## config.mk

```make
export PLATFORM = sky130hd
export DESIGN_NAME = oph_ctrl
export DESIGN_NICKNAME = d
export VERILOG_FILES = /design/src/rtl/oph_pkg.sv /design/src/rtl/oph_ctrl.sv
export SDC_FILE = /design/constraint.sdc
export NUM_CORES = 1
export LEC_CHECK = 0
export BUFFER_PORTS_ARGS = -buffer_cell sky130_fd_sc_hd__buf_2
export CAP_MARGIN = 10
export CORE_AREA = 2 2 39 41
export CTS_CLUSTER_DIAMETER = 100
export DETAILED_ROUTE_END_ITERATION = 10
export DIE_AREA = 0 0 41 43
export PLACE_DENSITY = 0.53
export SKIP_CTS_REPAIR_TIMING = 1
export SYNTH_ARGS = -nofsm -noshare
export SYNTH_HDL_FRONTEND = slang
export SYNTH_SLANG_ARGS = --single-unit
```

## constraint.sdc

```tcl
create_clock -name clk -period 2.08 [get_ports clk]
set_clock_uncertainty 0.15 [all_clocks]
set_input_delay 0.624 -clock clk [delete_from_list [all_inputs] [get_ports clk]]
set_output_delay 0.624 -clock clk [all_outputs]
set_load 0.02 [all_outputs]
```

## src/rtl/oph_pkg.sv

```systemverilog
// Shared codes, widths and control/status bundles for the ordinal pattern histogram.
package oph_pkg;

  localparam int MAX_DIM_DEF     = 5;
  localparam int NUM_BINS_DEF    = 120;
  localparam int SAMPLE_BITS_DEF = 16;

  localparam int DIM_BITS   = 3;
  localparam int OP_BITS    = 2;
  localparam int BIN_BITS   = 7;
  localparam int RANK_OUT_W = 7;
  localparam int COUNT_BITS = 32;
  // 8! = 40320 fits in 16 bits
  localparam int RANK_BITS  = 16;

  localparam logic [OP_BITS-1:0] OP_PUSH  = 2'd0;
  localparam logic [OP_BITS-1:0] OP_READ  = 2'd1;
  localparam logic [OP_BITS-1:0] OP_CLEAR = 2'd2;

  typedef struct packed {
    logic accept;     // latch the beat, apply push/clear side effects
    logic rd_bin;     // histogram read at the requested bin
    logic sort_step;  // place one window entry into the sorted order
    logic rank_load;  // register the permutation rank
    logic rd_rank;    // histogram read at the rank
    logic update;     // saturating increment of bin and total
    logic out_load;   // capture the result beat
  } cmd_t;

  typedef struct packed {
    logic [OP_BITS-1:0] in_op;
    logic               push_full;
    logic               sort_last;
    logic               rank_ok;
    logic               out_free;
  } status_t;

endpackage

```

## src/rtl/oph_ctrl.sv

```systemverilog
// Sequencer: accept, sort walk, rank, histogram update, result hand-off.
module oph_ctrl (
  input  logic            clk,
  input  logic            rst,
  input  logic            in_valid,
  output logic            in_ready,
  input  oph_pkg::status_t st,
  output oph_pkg::cmd_t    cmd
);
  import oph_pkg::*;

  localparam logic [2:0] S_IDLE   = 3'd0;
  localparam logic [2:0] S_SORT   = 3'd1;
  localparam logic [2:0] S_RANK   = 3'd2;
  localparam logic [2:0] S_CHECK  = 3'd3;
  localparam logic [2:0] S_UPDATE = 3'd4;
  localparam logic [2:0] S_FINISH = 3'd5;

  logic [2:0] state, state_next;

  always_ff @(posedge clk) begin
    if (rst) state <= S_IDLE;
    else     state <= state_next;
  end

  always_comb begin
    state_next = state;
    cmd        = '0;
    in_ready   = 1'b0;
    case (state)
      S_IDLE: begin
        in_ready = 1'b1;
        if (in_valid) begin
          cmd.accept = 1'b1;
          state_next = S_FINISH;
          if (st.in_op == OP_PUSH && st.push_full) state_next = S_SORT;
          if (st.in_op == OP_READ) cmd.rd_bin = 1'b1;
        end
      end
      S_SORT: begin
        cmd.sort_step = 1'b1;
        if (st.sort_last) state_next = S_RANK;
      end
      S_RANK: begin
        cmd.rank_load = 1'b1;
        state_next    = S_CHECK;
      end
      S_CHECK: begin
        if (st.rank_ok) begin
          cmd.rd_rank = 1'b1;
          state_next  = S_UPDATE;
        end else begin
          state_next = S_FINISH;
        end
      end
      S_UPDATE: begin
        cmd.update = 1'b1;
        state_next = S_FINISH;
      end
      S_FINISH: begin
        if (st.out_free) begin
          cmd.out_load = 1'b1;
          state_next   = S_IDLE;
        end
      end
      default: state_next = S_IDLE;
    endcase
  end

endmodule

```

# ---- After elaboration in Yosys (flattened, before gate mapping)
# Cells that the tools add are included.
dict set report op_classes {
  n_mux 17
  n_eq_ne 9
  n_reduce_logical 4
}
# operator count
set op_table {}
lappend op_table {{3-bit case mux with 6 select lines} 1}
lappend op_table {{3-bit 2-to-1 mux} 4}
lappend op_table {{1-bit 2-to-1 mux} 10}
lappend op_table {{3-bit by 2-bit equality test with 1-bit output (second input constant)} 2}
lappend op_table {{3-bit equality test (second input constant)} 2}
lappend op_table {{2-bit inequality test (second input constant)} 3}
lappend op_table {{2-bit 2-to-1 mux} 2}
lappend op_table {{3-bit by 1-bit equality test with 1-bit output (second input constant)} 1}
lappend op_table {{3-bit zero test} 1}
lappend op_table {{3-bit AND reduction} 1}
lappend op_table {{2-bit by 1-bit equality test with 1-bit output (second input constant)} 1}
lappend op_table {{2-bit zero test} 1}
lappend op_table {{1-bit logical AND} 1}
dict set report totals {
  output_inout_bits 8
  regBits 3
  wordCells 31
  inputBits 9
}

# ---- Depth between registers and ports, before layout
dict set report depth {
  ltp_word 5
  depth_mapped 4
  ltp_nobuf 4
}

# ---- Least setup slack after synthesis
# Ideal clock, no wire load.
dict set report synth_timing {
  kind {flip-flop to output port}
  from {reg state[0]}
  to {out cmd[5] in the netlist's numbering}
  path_slack_ps -199
  stages_incl_launch_ff 4
  path_buffers 0
  t_required_ps 1306
  arrival_time_ps 1505
  cell_sequence {dfxtp_1 > nor3_1 > and2_1 > and3b_1}
}
# item line
set synth_rtl {}
lappend synth_rtl {{start, declared} oph_ctrl.sv:19} ;# logic [2:0] state, state_next;
lappend synth_rtl {{start signal, assigned} oph_ctrl.sv:23} ;# else state <= state_next;
lappend synth_rtl {{end, declared} oph_ctrl.sv:8} ;# output oph_pkg::cmd_t cmd

==> metrics.txt <==
layout net count 62; port bufs 16; status complete, no violations; Final Hold Vio Count 0; CTS tree done; worst-skew pair later-pin latency 0.23 ns; pwr dens 790.0 nW/um^2; Avg Cell Area, Syn 8.289 sq um; CTS root buf clkbuf_4; Die Width 41 um; H-Tree Depth 1; standard-cell rows 14; share of cells above drive strength 1 50.00%; Worst-Margin Slew 0.2852 ns; CP most frequent cell buf_2; maxcap violations 0; fin crit period 1.955 ns; critical path, cell by cell buf_2 > and2_1 > and3b_1 > buf_2; CP Buf/Inv Count 2; initial DRC count 6; cts bufs inserted 3; Clock Tree Buf Depth 2; Layout fillers 162; Yosys top cell area share 22.64%; largest cells by area after synthesis dfxtp_1 (23%), nor3b_1 (8.5%), mux2i_1 (7.5%), nor3_1 (5.7%), a221oi_2 (5.7%); Seq cells post-synth 3; worst flop-to-flop path startpoint state[2]; CP endpoint kind primary output; Chip Height 43 um; Routed WL per cell 9.794 um; Netlist cell types 21; GRT busiest layer met2; fin crit share 93.99%; Final setup viols 0; gr usage total 8.918%; vias in the first global route 261; final wirelength 666 um; first-pass GRT wire length 1021 um; area grow syn2layout 50.00%; crit start category primary input; most frequent cells in the layout buf_2 (16), nor2_1 (4), nor3b_1 (3), clkbuf_4 (3), buf_4 (3); DRC errors left 0; Regs by FF count state: 3 flops; synthesized area 265.3 sq um; VDD IR max 247.3 uV; Routed Antenna Nets 0; Leak Pwr 0.1906 nW; Multi-input gate area 187.7 sq um; Max Transition Viols Final 0; DR vias 294; met3 Resource Use GR 6.283%; worst endpoint data arrival time 1.18 ns; Relative slew margins 80.94%; remaining global-route overflow 0; Crit Path Max Fanout 4; FF-to-FF End state[0]; core area 1384 sq um; hold crit path type reg -> reg; Routability Congestion 0.6854; Crit path largest cell delay 0.15 ns; Worst R2R Path Depth 3; slowest CP cell and3b_1; Setup crit end cmd[5]; required time worst endpoint 1.31 ns; # IOs 17; HPWL after detailed placement 516.2 um; antenna cells 0; Initial Utilization 19.17%; Reg with most FFs state; YS warnings 0; sequential share of the synthesized area 22.64%; Sequential Area 61.31 sq um; Setup CP Type in -> out; r2r setup slk 0.58 ns; setup TNS 0 ns; most common cell after layout, fill and taps aside buf_2; RSZ-0062 raised after global routing false; First-pass DRT Iterations 4; grt met2 use 11.56%; initial antenna violation count 0; met1 Use GR 10.86%; syn nets 41; Max Fclk 511.5 MHz; Avg Vias per Cell 4.324; Critical Path Stages 4; cell count after synthesis 32; clk slew on worst S/H paths 0.04 ns; Top delay family on crit path simple AND/OR/NAND/NOR gates; leading area contributor after synthesis dfxtp_1; max FFs per register 3; CP startpoint in_valid; Die ar. 1763 sq um; clk sinks 3; largest net degree at the start of global routing 12; worst hold slack 0.4172 ns
stage by stage:
stage	instances	instance area (sq um)	worst slack [ns]	total power [mW]	utilization [%]
final	68	397.9	0.1250	0.3143	28.75
after floorplan	32	270.3	0.004077	0.1757	-
after CTS	68	396.6	0.1033	0.3198	28.66
after global placement	64	370.4	0.1343	0.2114	26.76
after detailed placement	64	370.4	0.1232	0.2128	26.76
after global routing	68	397.9	0.05518	0.3414	28.75
cell usage after synthesis, drive strengths merged:
| master | count |
|---|---|
| nor2b | 2 |
| mux2 | 1 |
| nor4 | 1 |
| nand2b | 1 |
| a21oi | 1 |
| clkbuf | 1 |
| a311o | 1 |
| and2 | 1 |
| buf | 2 |
| and3b | 1 |
| nor3 | 3 |
| nor3b | 3 |
| nor2 | 4 |
| a221oi | 1 |
| mux2i | 2 |
| nand2 | 1 |
| and4b | 1 |
| o21ai | 1 |
| a2111oi | 1 |
| dfxtp | 3 |
layer usage:
metal / wire [um] / vias up
li1: - / 158
met1: 309 / 124
met2: 284 / 12
met3: 72 / 0
met4: 0 / 0
met5: 0 / -
how the worst min path moves through the flow:
stage	start	endpoint	slack (ns)	cells after the start
after CTS	rst	state[2]	0.44	2
after global routing	rst	state[2]	0.44	2
after floorplan	state[0]	state[0]	0.46	2
after global placement	state[2]	state[2]	0.44	2
after detailed placement	state[2]	state[2]	0.44	2
final	state[2]	state[2]	0.42	2
worst min-delay path, stage by stage, from the launching register on:
cell and delay (ns):
dfxtp_2 0.33, nor2_1 0.11, a221oi_2 0.08
layout make-up:
cell class	count	area share, %
Timing Repair Buffer	19	25.79
Clock buffer	4	6.604
Tap cell	16	5.031
Sequential cell	3	15.41
Multi-Input combinational cell	26	47.17
where the power goes:
group | leakage (nW) | switching [mW] | internal (mW)
clock network | 0.0150 | 0.0298 | 0.0719
registers | 0.0251 | 0.00742 | 0.0669
logic | 0.150 | 0.0771 | 0.0612
kinds of logic after synthesis:
logic type / Yosys count / share of synthesized area [%]
flip-flops: 3 / 22.64
AND/OR/NAND/NOR: 18 / 40.09
multiplexers: 3 / 11.79
AO/OA/AOI/OAI: 5 / 16.98
buffers and inverters: 3 / 8.490
No activity file was read; power rests on OpenSTA's default activity.
